<file path="src/rtl/rsa_pkg.sv">
// Shared types and constants of the region sector allocator.
`timescale 1ns / 1ps
package rsa_pkg;

  // Fixed geometry of the slot table and of a chunk header.
  localparam int CHUNK_SLOTS        = 1024;
  localparam int SLOT_W             = 10;
  localparam int CHUNK_HEADER_BYTES = 8;

  // Depth of the queue between the front and back parts.
  localparam int QUEUE_DEPTH = 2;

  // Width that holds a region size in sectors at the largest sector count.
  localparam int OPEN_SECT_W = 17;

  typedef enum logic [1:0] {
    CMD_OPEN   = 2'd0,
    CMD_CLAIM  = 2'd1,
    CMD_STORE  = 2'd2,
    CMD_LOOKUP = 2'd3
  } cmd_t;

  typedef enum logic [2:0] {
    ST_OK          = 3'd0,
    ST_BAD_SIZE    = 3'd1,
    ST_BAD_RANGE   = 3'd2,
    ST_OVERLAP     = 3'd3,
    ST_BAD_PAYLOAD = 3'd4,
    ST_TOO_LARGE   = 3'd5,
    ST_CAPACITY    = 3'd6
  } status_t;

  // A decoded command with every check that needs no stored state already done.
  typedef struct packed {
    cmd_t                   cmd;
    logic [SLOT_W-1:0]      slot;
    logic [31:0]            stamp;
    logic                   open_bad;
    logic [OPEN_SECT_W-1:0] open_sectors;
    logic                   claim_zero;
    logic                   claim_shape_ok;
    logic [23:0]            claim_start;
    logic [7:0]             claim_count;
    logic                   payload_ok;
    logic [7:0]             store_needed;
    logic                   store_too_large;
  } rsa_op_t;

endpackage

</file>
<file path="src/rtl/rsa_if.sv">
// Channel interfaces for the command input and the result output.
`timescale 1ns / 1ps
interface rsa_in_if;
  logic        valid;
  logic        ready;
  logic [1:0]  command;
  logic [23:0] region_bytes;
  logic [4:0]  chunk_x;
  logic [4:0]  chunk_z;
  logic [31:0] offset_word;
  logic [31:0] stamp;
  logic [31:0] payload_word;
  logic [31:0] decoded_length;
  logic [19:0] compressed_length;

  modport source (
    output valid, command, region_bytes, chunk_x, chunk_z, offset_word, stamp,
           payload_word, decoded_length, compressed_length,
    input  ready
  );
  modport sink (
    input  valid, command, region_bytes, chunk_x, chunk_z, offset_word, stamp,
           payload_word, decoded_length, compressed_length,
    output ready
  );
endinterface


</file>
<file path="src/rtl/rsa_front.sv">
// Front part: accepts command transactions and decodes the stateless checks.
`timescale 1ns / 1ps
module rsa_front #(
  parameter int SECTOR_BYTES = 4096,
  parameter int MAX_SECTORS  = 2048
) (
  rsa_in_if.sink            in_chan,
  input  logic              q_full,
  input  logic              init_busy,
  output logic              q_push,
  output rsa_pkg::rsa_op_t  q_entry
);
  import rsa_pkg::*;

  localparam int          SB_LOG     = $clog2(SECTOR_BYTES);
  localparam logic [47:0] SAVE_LIMIT = 48'(SECTOR_BYTES) * 48'(MAX_SECTORS);

  logic [24:0] open_round;
  logic [32:0] pay_cap;
  logic [32:0] pay_need;
  logic [20:0] store_sum;
  logic [13:0] store_need;
  logic        open_empty;

  // A transaction is taken whenever the queue has room and the reset pass is over.
  assign in_chan.ready = !q_full && !init_busy;
  assign q_push        = in_chan.valid && in_chan.ready;

  // Decode the command and work out the checks that depend on the inputs only.
  always_comb begin
    open_empty = (in_chan.region_bytes == '0);
    open_round = 25'(in_chan.region_bytes) + 25'(SECTOR_BYTES - 1);
    pay_cap    = 33'(in_chan.offset_word[7:0]) << SB_LOG;
    pay_need   = 33'(in_chan.payload_word[30:0]) + 33'(CHUNK_HEADER_BYTES);
    store_sum  = 21'(in_chan.compressed_length) + 21'(CHUNK_HEADER_BYTES);
    store_need = 14'(store_sum >> SB_LOG) + 14'd1;

    q_entry.cmd   = cmd_t'(in_chan.command);
    q_entry.slot  = {in_chan.chunk_z, in_chan.chunk_x};
    q_entry.stamp = in_chan.stamp;

    q_entry.open_bad = !open_empty &&
                       ((48'(in_chan.region_bytes) < 48'(2 * SECTOR_BYTES)) ||
                        (48'(in_chan.region_bytes) > SAVE_LIMIT));
    q_entry.open_sectors = open_empty ? OPEN_SECT_W'(2)
                                      : OPEN_SECT_W'(open_round >> SB_LOG);

    q_entry.claim_zero     = (in_chan.offset_word == '0);
    q_entry.claim_start    = in_chan.offset_word[31:8];
    q_entry.claim_count    = in_chan.offset_word[7:0];
    q_entry.claim_shape_ok = (in_chan.offset_word[31:8] >= 24'd2) &&
                             (in_chan.offset_word[7:0] != '0);
    q_entry.payload_ok     = (in_chan.payload_word[30:0] != '0) &&
                             (pay_need <= pay_cap) &&
                             (48'(in_chan.decoded_length) <= SAVE_LIMIT);

    q_entry.store_needed    = store_need[7:0];
    q_entry.store_too_large = (store_need >= 14'd256);
  end

endmodule

</file>
<file path="src/flat_wrapper.sv">
// flat-port wrapper written by rule: the top's interface ports become plain ports
module rsa_front_flat import rsa_pkg::*;
#(
  parameter int SECTOR_BYTES = 4096,
  parameter int MAX_SECTORS  = 2048
)
  (q_full, init_busy, q_push, q_entry, in_chan_valid, in_chan_command, in_chan_region_bytes, in_chan_chunk_x, in_chan_chunk_z, in_chan_offset_word, in_chan_stamp, in_chan_payload_word, in_chan_decoded_length, in_chan_compressed_length, in_chan_ready);
  rsa_in_if in_chan_i ();
  input  logic q_full;
  input  logic init_busy;
  output logic q_push;
  output rsa_pkg::rsa_op_t q_entry;
  input wire logic [$bits(in_chan_i.valid)-1:0] in_chan_valid;
  input wire logic [$bits(in_chan_i.command)-1:0] in_chan_command;
  input wire logic [$bits(in_chan_i.region_bytes)-1:0] in_chan_region_bytes;
  input wire logic [$bits(in_chan_i.chunk_x)-1:0] in_chan_chunk_x;
  input wire logic [$bits(in_chan_i.chunk_z)-1:0] in_chan_chunk_z;
  input wire logic [$bits(in_chan_i.offset_word)-1:0] in_chan_offset_word;
  input wire logic [$bits(in_chan_i.stamp)-1:0] in_chan_stamp;
  input wire logic [$bits(in_chan_i.payload_word)-1:0] in_chan_payload_word;
  input wire logic [$bits(in_chan_i.decoded_length)-1:0] in_chan_decoded_length;
  input wire logic [$bits(in_chan_i.compressed_length)-1:0] in_chan_compressed_length;
  output wire logic [$bits(in_chan_i.ready)-1:0] in_chan_ready;
  assign in_chan_i.valid = in_chan_valid;
  assign in_chan_i.command = in_chan_command;
  assign in_chan_i.region_bytes = in_chan_region_bytes;
  assign in_chan_i.chunk_x = in_chan_chunk_x;
  assign in_chan_i.chunk_z = in_chan_chunk_z;
  assign in_chan_i.offset_word = in_chan_offset_word;
  assign in_chan_i.stamp = in_chan_stamp;
  assign in_chan_i.payload_word = in_chan_payload_word;
  assign in_chan_i.decoded_length = in_chan_decoded_length;
  assign in_chan_i.compressed_length = in_chan_compressed_length;
  assign in_chan_ready = in_chan_i.ready;
  rsa_front #(.SECTOR_BYTES(SECTOR_BYTES), .MAX_SECTORS(MAX_SECTORS)) u_core (.in_chan(in_chan_i), .q_full(q_full), .init_busy(init_busy), .q_push(q_push), .q_entry(q_entry));
endmodule
</file>
<file path="config.mk">
export PLATFORM = sky130hd
export DESIGN_NAME = rsa_front_flat
export DESIGN_NICKNAME = d
export VERILOG_FILES = /design/src/rtl/rsa_pkg.sv /design/src/rtl/rsa_if.sv /design/src/rtl/rsa_front.sv /design/src/flat_wrapper.sv
export SDC_FILE = /design/constraint.sdc
export NUM_CORES = 1
export LEC_CHECK = 0
export BUFFER_PORTS_ARGS = -buffer_cell sky130_fd_sc_hd__buf_2
export CAP_MARGIN = 0
export CORE_AREA = 8 8 108 110
export DETAILED_ROUTE_END_ITERATION = 10
export DIE_AREA = 0 0 116 118
export GPL_TIMING_DRIVEN = 0
export SLEW_MARGIN = 10
export SYNTH_ARGS = -nofsm -noshare
export SYNTH_HDL_FRONTEND = slang
export SYNTH_SLANG_ARGS = --single-unit
export TNS_END_PERCENT = 1
</file>
<file path="constraint.sdc">
create_clock -name vclk -period 6.2
set_input_delay 1.86 -clock vclk [all_inputs]
set_output_delay 1.86 -clock vclk [all_outputs]
set_load 0.03 [all_outputs]
</file>
==> flow_summary.toml <==
[status]
status = "finished clean"

[placement]
place_congestion = 0.877
dp_hpwl_um = 9570
portBuffers = 242
postPlaceCellArea_um2 = 3450

[global_routing]
grt-ovfl-total = 0
antenna_found_initial = 1
grt_max_degree = 9
grt_pass1_wl_um = 15200
grt_use_total_pct = 13.3
grt_pass1_vias = 3151

[drt]
ant_nets = 0
drt-total-wl_um = 10100
first_pass_iters = 6
vias_per_cell = 4.29
first_iter_violations = 71
vias = 2933
route.detailed.drc = 0
wl_per_cell_um = 14.8

[setup_path]
path_class = "in2out"
cp-start-kind = "input pin"
cp_top_family = "simple AND/OR/NAND/NOR gates"
endpoint_kind = "output port"
crit_slowest_cell = "nor4_4"
path_max_fanout = 7
required_ps = 4340
critPathMaxStageDelay_ps = 360
crit_buf_inv = 2
cp.arrival_ps = 4100
cp_cell_sequence = "clkbuf_2 > nand4_4 > nor4_4 > nand3_1 > xnor2_1 > ha_1 > nand4_1 > nor4_2 > and3_2 > o221a_1 > clkbuf_4"
cp_num_cells = 11

[pwr]
p_leak_nw = 1.90
ir_worst_vdd_mv = 0.0484
power_density_nw_per_um2 = 76.9

[hold_path]
min-delay-start = "in_chan_chunk_x[0]"
min_delay_path_depth = 2
min_to = "q_entry[94]"
hp-class = "in2out"

[yosys]
netlist_instances = 301
yosys-mux-area-fraction_pct = 0.488
synth_top_family_by_area = "simple AND/OR/NAND/NOR gates"
post_synth.cell_area_avg_um2 = 6.82
ys_types = 43
synth_warnings = 0
synth_compound_area_share_pct = 9.51
synthSimpleGateAreaFrac_pct = 36.4
yosys.area_share.adder_pct = 6.58
yosysSeqAreaShare_pct = 0
synthXorXnorAreaFrac_pct = 14.9
syn_area_um2 = 2050

[sta]
final.setup.tns_ps = 0
fmax_ghz = 0.168
rsz0062_at_grt = "false"
min_period_ps = 5960
report.final.slew_viol_count = 0
tightest_slew_ps = 594
setup_viol = 0
hold_viol = 0
slew_headroom_pct = 60.2
hold_ws_ps = 3970
fin_crit_sh_pct = 96.2

[cells_and_area]
clkbuf_count = 0
final_cell_mix = "buf_2, buf_4, xnor2_1"
filler_cell_count = 1103
layout_commonest_cell = "buf_2"
final_nets = 746
synthToLayoutAreaGrowth_pct = 70.4
seqCellArea_um2 = 0
final_cell_area_um2 = 3500
antenna_cells = 0
drive_gt1_share_pct = 61.6
n_sequential_cell = 0

[flow_run]
drv_cap = 0

[die]
core_area_um2 = 10000
die_area_um2 = 13700
fp-row-count = 37
start_util_pct = 20.5
die_y_um = 118
ios = 295
die_w_um = 116
[per-stage QoR]
stage | std cells | total power [mW] | setup WS, ps | utilization (%)
2_1_floorplan | 304 | 0.163 | 315 | -
3_3_place_gp | 682 | 0.266 | -237 | 34.5
3_5_place_dp | 682 | 0.269 | -281 | 34.5
4_1_cts | 681 | 0.270 | 2.61 | 34.5
5_1_grt | 683 | 0.290 | 53.2 | 35.0
6_report | 683 | 0.269 | 236 | 35.0
[kinds of logic after synthesis]
group / count (synthesis)
AOI/OAI and AO/OA: 27
other: 1
muxes: 1
adders and majority gates: 11
and+or+nand+nor: 132
buffers and inverters: 94
xor gates and xnor gates: 35
[how the worst max path moves through the flow]
stage                                        from          to  slack [ps]
after floorplan           in_chan_payload_word[3]  q_entry[9]         320
after global placement    in_chan_payload_word[3]  q_entry[9]        -240
after detailed placement  in_chan_payload_word[3]  q_entry[9]        -280
after CTS                 in_chan_payload_word[9]  q_entry[9]           3
after global routing      in_chan_payload_word[5]  q_entry[9]          50
final                     in_chan_payload_word[5]  q_entry[9]         240
[synth_stat cells, drive strengths merged]
cell	count	area, um2
o2111ai	1	8.76
o211ai	1	7.51
a211oi	1	7.51
nand3b	1	7.51
nor2	17	63.8
inv	12	45.0
a21boi	1	7.51
and2	2	12.5
nand4	17	136
o21a	2	15.0
maj3	1	10.0
conb	1	3.75
xnor2	26	228
o31ai	2	15.0
nand2	25	93.8
nor2b	2	12.5
o21ai	6	30.0
o21ba	1	10.0
nor4	27	190
a31oi	1	6.26
and3	10	65.1
and4	1	8.76
a21oi	6	30.0
xor2	9	78.8
nand2b	1	6.26
clkbuf	2	8.75
or3	2	13.8
ha	10	125
buf	80	601
or2b	1	7.51
nor3	10	50.1
o2111a	2	22.5
a2111oi	2	23.8
nand3	16	80.1
o221a	1	11.3
mux2i	1	10.0
[layer usage]
metal	vias up	global-route usage [%]	part of all wire, %
met3	6	5.85	15
li1	1493	-	-
met4	2	0.649	0.51
met5	-	0	0.17
met2	169	27.0	52
met1	1263	11.9	32
[area by class of cell]
type	instances	area (um2)	area share, %
multi-input cells	210	1450	41.4
repair buffers	244	1230	35.1
plain buffers	81	606	17.3
well taps	136	170	4.86
inverters	12	45.0	1.29
[repair_timing]
item                       4_1_cts  5_1_grt
buffers inserted                 0        2
pin swaps                        0        2
resized for setup                2        5
setup endpoints to repair        1        1
hold buffers                     0        0
[power by group]
part           switching [mW]  internal [mW]
Combinational           0.157          0.112
Clock                       0              0
Sequential                  0              0
(Power assumes the default switching activity.)
