[src/rtl/rsa_pkg.sv]
// Shared types and constants of the region sector allocator.
`timescale 1ns / 1ps
package rsa_pkg;

  // Fixed geometry of the slot table and of a chunk header.
  localparam int CHUNK_SLOTS        = 1024;
  localparam int SLOT_W             = 10;
  localparam int CHUNK_HEADER_BYTES = 8;

  // Depth of the queue between the front and back parts.
  localparam int QUEUE_DEPTH = 2;

  // Width that holds a region size in sectors at the largest sector count.
  localparam int OPEN_SECT_W = 17;

  typedef enum logic [1:0] {
    CMD_OPEN   = 2'd0,
    CMD_CLAIM  = 2'd1,
    CMD_STORE  = 2'd2,
    CMD_LOOKUP = 2'd3
  } cmd_t;

  typedef enum logic [2:0] {
    ST_OK          = 3'd0,
    ST_BAD_SIZE    = 3'd1,
    ST_BAD_RANGE   = 3'd2,
    ST_OVERLAP     = 3'd3,
    ST_BAD_PAYLOAD = 3'd4,
    ST_TOO_LARGE   = 3'd5,
    ST_CAPACITY    = 3'd6
  } status_t;

  // A decoded command with every check that needs no stored state already done.
  typedef struct packed {
    cmd_t                   cmd;
    logic [SLOT_W-1:0]      slot;
    logic [31:0]            stamp;
    logic                   open_bad;
    logic [OPEN_SECT_W-1:0] open_sectors;
    logic                   claim_zero;
    logic                   claim_shape_ok;
    logic [23:0]            claim_start;
    logic [7:0]             claim_count;
    logic                   payload_ok;
    logic [7:0]             store_needed;
    logic                   store_too_large;
  } rsa_op_t;

endpackage

[src/rtl/rsa_queue.sv]
// Short queue of decoded commands between the front and back parts.
`timescale 1ns / 1ps
module rsa_queue (
  input  logic              clk,
  input  logic              rst_n,
  input  logic              q_push,
  input  rsa_pkg::rsa_op_t  q_in,
  output logic              q_full,
  output logic              q_valid,
  input  logic              q_pop,
  output rsa_pkg::rsa_op_t  q_out
);
  import rsa_pkg::*;

  localparam int PW = $clog2(QUEUE_DEPTH);

  rsa_op_t       entry_r [QUEUE_DEPTH];
  logic [PW-1:0] wr_ptr_r;
  logic [PW-1:0] rd_ptr_r;
  logic [PW:0]   count_r;
  logic          do_push;
  logic          do_pop;

  assign q_full  = (count_r == (PW+1)'(QUEUE_DEPTH));
  assign q_valid = (count_r != '0);
  assign q_out   = entry_r[rd_ptr_r];
  assign do_push = q_push && !q_full;
  assign do_pop  = q_pop && q_valid;

  // Entry storage needs no reset.
  always_ff @(posedge clk) begin
    if (do_push) begin
      entry_r[wr_ptr_r] <= q_in;
    end
  end

  // Pointers and fill level.
  always_ff @(posedge clk) begin
    if (!rst_n) begin
      wr_ptr_r <= '0;
      rd_ptr_r <= '0;
      count_r  <= '0;
    end else begin
      if (do_push) begin
        wr_ptr_r <= wr_ptr_r + PW'(1);
      end
      if (do_pop) begin
        rd_ptr_r <= rd_ptr_r + PW'(1);
      end
      if (do_push && !do_pop) begin
        count_r <= count_r + (PW+1)'(1);
      end else if (do_pop && !do_push) begin
        count_r <= count_r - (PW+1)'(1);
      end
    end
  end

endmodule

[config.mk]
export PLATFORM = sky130hd
export DESIGN_NAME = rsa_queue
export DESIGN_NICKNAME = d
export VERILOG_FILES = /design/src/rtl/rsa_pkg.sv /design/src/rtl/rsa_queue.sv
export SDC_FILE = /design/constraint.sdc
export NUM_CORES = 1
export LEC_CHECK = 0
export ABC_AREA = 0
export BUFFER_PORTS_ARGS = -buffer_cell sky130_fd_sc_hd__buf_2
export CAP_MARGIN = 25
export CORE_MARGIN = 2
export CORE_UTILIZATION = 53
export DETAILED_ROUTE_END_ITERATION = 6
export GPL_TIMING_DRIVEN = 0
export PLACE_DENSITY_LB_ADDON = 0.12
export SLEW_MARGIN = 20
export SYNTH_ARGS = -nofsm -noshare
export SYNTH_HDL_FRONTEND = slang
export SYNTH_SLANG_ARGS = --single-unit
[constraint.sdc]
create_clock -name clk -period 16.9 [get_ports clk]
set_input_delay 3.38 -clock clk [delete_from_list [all_inputs] [get_ports clk]]
set_output_delay 3.38 -clock clk [all_outputs]
set_load 0.02 [all_outputs]
==> results of run 1 <==
cell usage in the layout, fill, tap and decap left out, types with 2 or more instances in the layout:
master                      Yosys  routed
sky130_fd_sc_hd__xnor2_1        2       2
sky130_fd_sc_hd__dfxtp_1        5       5
sky130_fd_sc_hd__clkbuf_16      0      23
sky130_fd_sc_hd__buf_16         0       3
sky130_fd_sc_hd__buf_2          6     223
sky130_fd_sc_hd__buf_8          0       6
sky130_fd_sc_hd__clkinv_1       0       2
sky130_fd_sc_hd__edfxtp_1     212     212
sky130_fd_sc_hd__clkbuf_1       0       6
sky130_fd_sc_hd__mux2_4        40      40
sky130_fd_sc_hd__buf_6          6       6
sky130_fd_sc_hd__and2_1         3       3
sky130_fd_sc_hd__bufinv_16      0       4
sky130_fd_sc_hd__mux2_2        66      66
sky130_fd_sc_hd__clkbuf_8       0       2
sky130_fd_sc_hd__inv_1          2       2
synthesized netlist by cell type:
| cell | n | share of area |
|---|---|---|
| sky130_fd_sc_hd__o21ai_0 | 1 | 0.00062 |
| sky130_fd_sc_hd__mux2_4 | 40 | 0.075 |
| sky130_fd_sc_hd__and3_1 | 1 | 0.00078 |
| sky130_fd_sc_hd__nor3_2 | 1 | 0.0012 |
| sky130_fd_sc_hd__a21boi_0 | 1 | 0.00093 |
| sky130_fd_sc_hd__dfxtp_1 | 5 | 0.012 |
| sky130_fd_sc_hd__edfxtp_1 | 212 | 0.79 |
| sky130_fd_sc_hd__nor2_1 | 1 | 0.00047 |
| sky130_fd_sc_hd__xor2_1 | 1 | 0.0011 |
| sky130_fd_sc_hd__ha_1 | 1 | 0.0016 |
| sky130_fd_sc_hd__o21a_1 | 1 | 0.00093 |
| sky130_fd_sc_hd__inv_1 | 2 | 0.00093 |
| sky130_fd_sc_hd__or3_1 | 1 | 0.00078 |
| sky130_fd_sc_hd__nand2b_1 | 1 | 0.00078 |
| sky130_fd_sc_hd__a21boi_1 | 1 | 0.00093 |
| sky130_fd_sc_hd__mux2_2 | 66 | 0.092 |
| sky130_fd_sc_hd__buf_6 | 6 | 0.0084 |
| sky130_fd_sc_hd__or2_2 | 1 | 0.00078 |
| sky130_fd_sc_hd__o21ai_1 | 1 | 0.00062 |
| sky130_fd_sc_hd__xnor2_1 | 2 | 0.0022 |
| sky130_fd_sc_hd__buf_2 | 6 | 0.0037 |
| sky130_fd_sc_hd__and2_1 | 3 | 0.0023 |
power by group through the flow:
stage	clock network, W	logic (W)	registers (W)
floorplan	0	0.000326	0.000709
global placement	0	0.000454	0.000717
detailed placement	0	0.000482	0.000704
CTS	0.000517	0.000484	0.000693
global route	0.000537	0.000507	0.000698
finish	0.000506	0.000476	0.000692
sequential cells by signal, indices dropped and copies added, names as in the netlist, named ones only:
| name | flops |
|---|---|
| entry_r | 212 |
| count_r | 2 |
| wr_ptr_r | 1 |
| rd_ptr_r | 1 |
worst register-to-register path: cells and delay by family, from the launching register on:
family                 cells  cell delay (ns)
AND/OR/NAND/NOR            2             0.64
flip-flops                 1             0.41
buffers and inverters      4             0.72
through the flow:
| step | util | area [sq um] |
|---|---|---|
| final | 0.686 | 10300 |
| after global routing | 0.686 | 10300 |
| after CTS | 0.686 | 10300 |
| after detailed placement | 0.635 | 9550 |
| after global placement | 0.623 | 9370 |
| after floorplan | - | 8040 |
final cells by class:
type                       instances  area (sq um)
inverter                           2          7.51
timing repair buffer             226          1260
tap                              188           235
fill                            1000          4710
multi-input combinational        124          1480
clock inverter                     8           141
buffer                            12          97.6
sequential                       217          6470
clock buffer                      31           626
antenna                            1          2.50
logic make-up (layout without fill, tap and decap cells):
group           after synthesis  after routing
buf+inv                      14            279
compound gates                5              5
xor+xnor                      3              3
simple gates                  9              9
fa+ha+maj                     1              1
mux                         106            106
flops                       217            217
other cells                   0              1
path summary, 6_finish.rpt:
kind,start,endpoint,slack [ns],depth (start not counted)
worst min register to register,count_r[1],count_r[1],0.53,2
worst max register to register,count_r[0],entry_r[0][90],14.82,6
worst max-delay path,register,q_out[78],11.73,5
worst min-delay path,count_r[1],count_r[1],0.53,2
per-layer routing:
metal | part of all wire | routed length (microns)
met1 | 0.37 | 5320
met5 | 0 | 0
met4 | 0.012 | 167
met3 | 0.098 | 1400
met2 | 0.52 | 7380
==> metrics.json, run 1 <==
{
  "finalHoldWorstSlack_ns": 0.533,
  "pwr-share-comb": 0.284,
  "router_iterations_before_antenna_repair": 4,
  "setup-violations-final": 0,
  "maxSlewViolCount": 0,
  "synth.net_count": 466,
  "synthesis.area_sq_um": 8040,
  "grt_remaining_overflow": 0,
  "routed-via-count": 4075,
  "path_clk_slew_ns": 0.06,
  "finalSetupTns_ns": 0,
  "route.detailed.vias_per_inst": 5.04,
  "use_met1": 0.201,
  "largest_family_of_logic_cells_by_synthesized_area": "multiplexers",
  "cell_internal_pwr_w": 0.00120,
  "die_w_microns": 127,
  "power_switching_share": 0.282,
  "synthToLayoutAreaGrowth_pct": 28.3,
  "sequential_to_total_area_share_from_yosys_stat": 0.804,
  "global_route.peak_usage_layer": "met2",
  "cts_resized": 0,
  "use_met3": 0.0616,
  "ys_warn_count": 0,
  "pwr_density_cell_nw_per_um2": 162,
  "p_leak_nw": 3.99,
  "fmax_ghz": 0.193,
  "end_kind": "output port",
  "cts_tree": "yes",
  "setup.worst_path.class": "reg2out",
  "synth_adder_area_share": 0.00156,
  "syn-mean-instance-area_sq_um": 22.7,
  "fin_crit_ns": 5.17,
  "outcome": "completed",
  "seq_power_share": 0.413,
  "place_ws_ns": 11.88,
  "global_router_s_overall_resource_usage": 0.173,
  "max_slew.worst_pin.slew_ns": 0.579,
  "number_of_global_route_vias_before_repair": 4178,
  "cts_made_buffers": 22,
  "route.antenna.remaining_nets": 0,
  "grtUsageMet2": 0.306,
  "path_cells": "buf_6, buf_6, buf_6, mux2_4, buf_2",
  "muxShareOfSynthArea": 0.167,
  "share_clk_of_total_power": 0.302,
  "drt_drc_violations_left": 0,
  "drive_above_1_share": 0.610,
  "crit_top_cell": "sky130_fd_sc_hd__buf_6",
  "cp_slowest_cell": "sky130_fd_sc_hd__dfxtp_1",
  "finalHoldViolCount": 0,
  "grt_max_degree": 51,
  "synth-compound-area-share": 0.00404,
  "rows": 45,
  "worst_slack_ns": 11.73,
  "die_h_microns": 127,
  "fin_skew_ns": 0.0211,
  "slowest_stage_delay_cp_ns": 0.32,
  "arrival_ns": 1.79,
  "drt-wirelength-per-cell_microns": 17.6,
  "timing.slew.headroom": 0.613,
  "first_iter_violations": 191,
  "synth_simple_gate_area_share": 0.00716,
  "postRouteWirelength_microns": 14300,
  "path_delay_family": "buffers and inverters",
  "start_kind": "register",
  "synth-seq-cells": 217,
  "cells_after_synthesis": 355,
  "boundaryPins": 218,
  "finalWeightedCongestion": 0.712,
  "cts.sink_count": 217,
  "place.detailed.instances": 769,
  "path_max_fanout": 10,
  "clock_latency_of_the_later_clocked_register_in_the_worst_skew_pair_ns": 0.50,
  "final-instance-count-excl-fill": 809,
  "post-route-period-util": 0.306,
  "yosys.area_share.xor_xnor": 0.00327,
  "synth.distinct_cells": 22,
  "crit_buf_inv": 4,
  "start_util": 0.535,
  "cts_setup_buffers": 0,
  "ctsRootBufferMaster": "sky130_fd_sc_hd__clkbuf_16",
  "die_area_sq_um": 16200,
  "power.ir.vdd_worst_mv": 0.102,
  "layout.nets": 716,
  "placement.io_buffers": 217,
  "power.net_switching_w": 0.000472,
  "unrepaired_setup_endpoints_after_global_routing": "no",
  "crit_required_ns": 13.52,
  "min-delay-path-class": "reg2reg",
  "dp_hpwl_microns": 9850,
  "cts_buffer_depth": 3,
  "floorplan.core_area_sq_um": 15000,
  "max_cap_violations": 0,
  "holdBufCountCts": 0,
  "power_w": 0.00167,
  "grt_pass1_wl_microns": 21600,
  "cts-htree-levels": 1,
  "grt_antenna_before_repair": 1
}
(Power assumes the default switching activity.)
==> run 2: changes to the inputs <==
Settings changed: CORE_UTILIZATION 53 to 52.
Clock period 16.9 ns to 4.85 ns, I/O delays scaled along.
==> run 2 against run 1 <==
Effect of this change:
- sequential power grew to 3.5 times the previous value
- worst setup slack worse by 9.6 ns
- non-clock buffer count stayed put
- first-iteration DRC count is 4.2% higher
- clock power grew to 3.0 times the previous value
- global-route usage is 0.53 points lower
- flip-flop and latch count stayed put
- clock-buffer cell count is 4 lower
- hold slack better by 0.028 ns
- core utilization is 1.2 points lower
==> metrics.json, run 2 (synthesis results as in run 1) <==
{
  "cell_internal_pwr_w": 0.00395,
  "layout.nets": 716,
  "finalHoldViolCount": 0,
  "drt-wirelength-per-cell_microns": 17.5,
  "cts_setup_buffers": 0,
  "crit_required_ns": 3.88,
  "seq_power_share": 0.432,
  "routed-via-count": 4063,
  "route.detailed.vias_per_inst": 5.02,
  "grt_antenna_before_repair": 0,
  "crit_top_cell": "sky130_fd_sc_hd__buf_6",
  "layout.cells.most_common": "sky130_fd_sc_hd__buf_2",
  "cts_tree": "yes",
  "finish.instance_area_sq_um": 10200,
  "rows": 45,
  "first_iter_violations": 199,
  "fin_skew_ns": 0.0183,
  "power_w": 0.00558,
  "grt_max_degree": 53,
  "cts_resized": 0,
  "layout.cells.most_common_list": "223 x sky130_fd_sc_hd__buf_2, 212 x sky130_fd_sc_hd__edfxtp_1, 66 x sky130_fd_sc_hd__mux2_2",
  "timing.slew.headroom": 0.439,
  "fin_crit_ns": 2.76,
  "drt_drc_violations_left": 0,
  "max_slew.worst_pin.slew_ns": 0.838,
  "die_h_microns": 128,
  "post-route-period-util": 0.568,
  "die_w_microns": 128,
  "maxSlewViolCount": 0,
  "share_clk_of_total_power": 0.270,
  "unrepaired_setup_endpoints_after_global_routing": "no",
  "antennaDiodeCount": 0,
  "layout.filler_cells": 1056,
  "crit_buf_inv": 4,
  "cp_slowest_cell": "sky130_fd_sc_hd__dfxtp_1",
  "cts_buffer_depth": 3,
  "reg.largest.list": "entry_r (212), count_r (2)",
  "path_cells": "buf_6, buf_6, buf_6, mux2_4, buf_2",
  "postRouteWirelength_microns": 14200,
  "place.detailed.instances": 769,
  "setup-violations-final": 0,
  "largest_register_ffs": 212,
  "start_kind": "register",
  "pwr_density_cell_nw_per_um2": 547,
  "finalWeightedCongestion": 0.735,
  "p_leak_nw": 3.95,
  "arrival_ns": 1.79,
  "router_iterations_before_antenna_repair": 4,
  "postPlaceCellArea_sq_um": 9560,
  "global_router_s_overall_resource_usage": 0.168,
  "route.antenna.remaining_nets": 0,
  "clock_latency_of_the_later_clocked_register_in_the_worst_skew_pair_ns": 0.49,
  "ctsRootBufferMaster": "sky130_fd_sc_hd__clkbuf_16",
  "start_util": 0.531,
  "min-delay-path-class": "reg2reg",
  "number_of_global_route_vias_before_repair": 4261,
  "finalSetupTns_ns": 0,
  "max_cap_violations": 0,
  "final-instance-count-excl-fill": 809,
  "power_switching_share": 0.293,
  "drive_above_1_share": 0.610,
  "floorplan.core_area_sq_um": 15100,
  "cts_made_buffers": 22,
  "power.net_switching_w": 0.00164,
  "placement.io_buffers": 217,
  "cts.sink_count": 217,
  "synthToLayoutAreaGrowth_pct": 26.9,
  "setup.worst_path.class": "reg2out",
  "fmax_ghz": 0.363,
  "pwr-share-comb": 0.298,
  "die_area_sq_um": 16500,
  "boundaryPins": 218,
  "finalCoreUtilization": 0.674,
  "cts-htree-levels": 1,
  "path_max_fanout": 10,
  "holdBufCountCts": 0,
  "grt_remaining_overflow": 0,
  "slowest_stage_delay_cp_ns": 0.32,
  "power.ir.vdd_worst_mv": 0.386,
  "dp_hpwl_microns": 9830,
  "outcome": "completed",
  "path_clk_slew_ns": 0.06,
  "end_kind": "output port",
  "grt_pass1_wl_microns": 21200,
  "path_delay_family": "buffers and inverters",
  "registers.top_by_ff_count": "entry_r"
}
## run 2: path summary, 6_finish.rpt
| check | startpoint | end | slack (ns) | cells past startpoint |
|---|---|---|---|---|
| min | count_r[1] | count_r[1] | 0.56 | 2 |
| max | register | q_out[84] | 2.09 | 5 |
| min reg2reg | count_r[1] | count_r[1] | 0.56 | 2 |
| max reg2reg | count_r[0] | entry_r[0][57] | 2.42 | 7 |
## run 2: layer usage
layer  routed length [microns]  global-route usage  up-vias
li1                          -                   -     1917
met1                      5280               0.188     1980
met2                      7290               0.298      144
met3                      1320              0.0590       22
met4                       281              0.0582        0
met5                         0                   0        -
## run 2: worst min-delay path, cell delays in order, from the launching register on
cell                       delay, ns
sky130_fd_sc_hd__dfxtp_1        0.35
sky130_fd_sc_hd__o21ai_0        0.10
sky130_fd_sc_hd__a21boi_1       0.07
## run 2: metrics by stage
| stage | hold WS, ns | worst slack [ns] |
|---|---|---|
| after floorplan | 0.479 | 0.820 |
| after global placement | 0.491 | -0.558 |
| after detailed placement | 0.545 | 1.84 |
| after CTS | 0.556 | 2.06 |
| after global routing | 0.606 | 2.02 |
| final | 0.561 | 2.09 |
## run 2: power groups by stage
stage	registers (W)	logic (W)	clock network [W]
after floorplan	0.00246	0.00114	0
after global placement	0.00248	0.00159	0
after detailed placement	0.00245	0.00169	0
after CTS	0.00242	0.00169	0.00155
after global routing	0.00243	0.00177	0.00162
final	0.00241	0.00166	0.00151
## run 2: area by class of cell
| class | count | area, sq um | share of cell area |
|---|---|---|---|
| plain buffers | 12 | 97.6 | 0.00956 |
| multi-input cells | 124 | 1480 | 0.145 |
| well taps | 188 | 235 | 0.0230 |
| flip-flops and latches | 217 | 6470 | 0.633 |
| clock inverters | 13 | 60.1 | 0.00588 |
| clock buffers | 27 | 591 | 0.0579 |
| inverters | 2 | 7.51 | 0.000735 |
| repair buffers | 226 | 1270 | 0.124 |
==> run 3: changes to the inputs <==
Settings changed: CORE_UTILIZATION 52 to 47.
Clock period 4.85 ns to 2.4 ns, I/O delays scaled along.
==> run 3 against run 2 <==
Effect of this change:
- core utilization shrank 5.9 points
- sequential power grew 100%
- flip-flop and latch count is the same
- hold slack lost 0.39 ns
- combinational power grew 100%
- clock-buffer cell count grew 1
- clock power grew 99%
- routed wire length grew 4.0%
- critical endpoint is now q_out[44]
==> metrics.json, run 3 (synthesis results as in run 1) <==
{
  "ctsRootBufferMaster": "sky130_fd_sc_hd__clkbuf_16",
  "route.detailed.vias_per_inst": 4.86,
  "die_area_sq_um": 18200,
  "end_kind": "output port",
  "floorplan.core_area_sq_um": 16600,
  "die_h_microns": 135,
  "cts_resized": 0,
  "worst_setup_path_endpoint": "q_out[44]",
  "grt_max_degree": 47,
  "drive_above_1_share": 0.606,
  "drt-wirelength-per-cell_microns": 17.5,
  "drt_drc_violations_left": 0,
  "reg2reg_depth": 6,
  "unrepaired_setup_endpoints_after_global_routing": "no",
  "largest_register_ffs": 212,
  "registers.top_by_ff_count": "entry_r",
  "outcome": "completed",
  "max_slew.worst_pin.slew_ns": 0.722,
  "setup-violations-final": 0,
  "path_max_fanout": 10,
  "layout.nets": 716,
  "fmax_ghz": 0.438,
  "layout.cells.most_common_list": "223 x sky130_fd_sc_hd__buf_2, 212 x sky130_fd_sc_hd__edfxtp_1, 66 x sky130_fd_sc_hd__mux2_2",
  "first_iter_violations": 142,
  "dp_hpwl_microns": 10400,
  "start_kind": "register",
  "timing.slew.headroom": 0.517,
  "maxSlewViolCount": 0,
  "cts_buffer_depth": 3,
  "postRouteWirelength_microns": 14700,
  "finalWeightedCongestion": 0.697,
  "min-delay-path-class": "in2reg",
  "routed-via-count": 4087,
  "router_iterations_before_antenna_repair": 4,
  "worstReg2RegStart": "count_r[0]",
  "power.ir.vdd_worst_mv": 0.750,
  "path_clk_slew_ns": 0.06,
  "worst_slack_ns": 0.114,
  "final-instance-count-excl-fill": 841,
  "cts_made_buffers": 22,
  "cts.sink_count": 217,
  "cts_setup_buffers": 0,
  "p_leak_nw": 3.92,
  "cts_tree": "yes",
  "number_of_global_route_vias_before_repair": 4317,
  "cts-htree-levels": 1,
  "place.detailed.instances": 801,
  "r2r_end": "entry_r[0][53]",
  "start_util": 0.483,
  "crit_required_ns": 1.92,
  "post-route-period-util": 0.952,
  "clock_latency_of_the_later_clocked_register_in_the_worst_skew_pair_ns": 0.49,
  "setup.worst_path.class": "reg2out",
  "grt_pass1_wl_microns": 22100,
  "grt_antenna_before_repair": 2,
  "route.antenna.remaining_nets": 0,
  "synthToLayoutAreaGrowth_pct": 27.1,
  "finalHoldWorstSlack_ns": 0.175,
  "die_w_microns": 135,
  "placement.io_buffers": 217,
  "layout.cells.most_common": "sky130_fd_sc_hd__buf_2",
  "fin_skew_ns": 0.0165,
  "arrival_ns": 1.81,
  "grt_remaining_overflow": 0,
  "max_cap_violations": 0,
  "holdBufCountCts": 0,
  "fin_crit_ns": 2.29,
  "pwr_density_cell_nw_per_um2": 1100,
  "place_ws_ns": 0.222,
  "ff2ff_setup_slack_ns": 0.33,
  "finalSetupTns_ns": 0,
  "boundaryPins": 218,
  "global_router_s_overall_resource_usage": 0.157,
  "reg.largest.list": "entry_r (212), count_r (2)",
  "rows": 47,
  "finalHoldViolCount": 0,
  "finalCoreUtilization": 0.615
}
## run 3: cell types whose count changed in the layout (fill, tap and decap cells not counted), moves of 2 or more
cell                       before  now
sky130_fd_sc_hd__clkinv_2       9    1
sky130_fd_sc_hd__clkinv_1       4    8
sky130_fd_sc_hd__buf_16         4    2
sky130_fd_sc_hd__buf_8          4    6
sky130_fd_sc_hd__diode_2        0    2
## run 3: routing by layer
metal | global-route usage | vias to the layer above | share of wire
li1 | - | 1910 | -
met1 | 0.181 | 1996 | 0.38
met2 | 0.267 | 158 | 0.50
met3 | 0.0627 | 23 | 0.10
met4 | 0.0550 | 0 | 0.021
met5 | 0 | - | 0
## run 3: stage by stage
| stage | power [W] | area (sq um) |
|---|---|---|
| 2_1_floorplan | 0.00728 | 8060 |
| 3_3_place_gp | 0.00824 | 9420 |
| 3_5_place_dp | 0.00838 | 9580 |
| 4_1_cts | 0.0114 | 10200 |
| 5_1_grt | 0.0118 | 10200 |
| 6_report | 0.0113 | 10200 |
## run 3: worst max-delay path: stages, from the launching register on
cell	delay [ns]
sky130_fd_sc_hd__dfxtp_1	0.32
sky130_fd_sc_hd__buf_6	0.14
sky130_fd_sc_hd__buf_6	0.18
sky130_fd_sc_hd__buf_6	0.20
sky130_fd_sc_hd__mux2_4	0.32
sky130_fd_sc_hd__buf_2	0.16
## run 3: how the worst min path moves through the flow
stage	from	end	slack, ns	cells past startpoint
after floorplan	count_r[1]	count_r[1]	0.51	2
after global placement	count_r[1]	count_r[1]	0.53	2
after detailed placement	count_r[1]	count_r[1]	0.58	2
after CTS	q_in[38]	entry_r[0][38]	0.15	1
after global routing	q_in[38]	entry_r[0][38]	0.15	1
final	q_in[44]	entry_r[0][44]	0.17	1
## run 3: final cells by class
cell class                      instances  area, sq um
Antenna cell                            2         5.00
Clock inverter                         10         43.8
Fill cell                            1264         6410
Tap cell                              220          275
Timing Repair Buffer                  226         1240
Sequential cell                       217         6470
Clock buffer                           28          594
Inverter                                2         10.0
Buffer                                 12         97.6
Multi-Input combinational cell        124         1490
## run 3: where the power goes
part,total [W],switching [W],leakage (nW),internal (W)
sequential,0.00488,0.000126,2.02,0.00476
combinational,0.00337,0.00190,1.59,0.00146
clock,0.00301,0.00127,0.310,0.00174
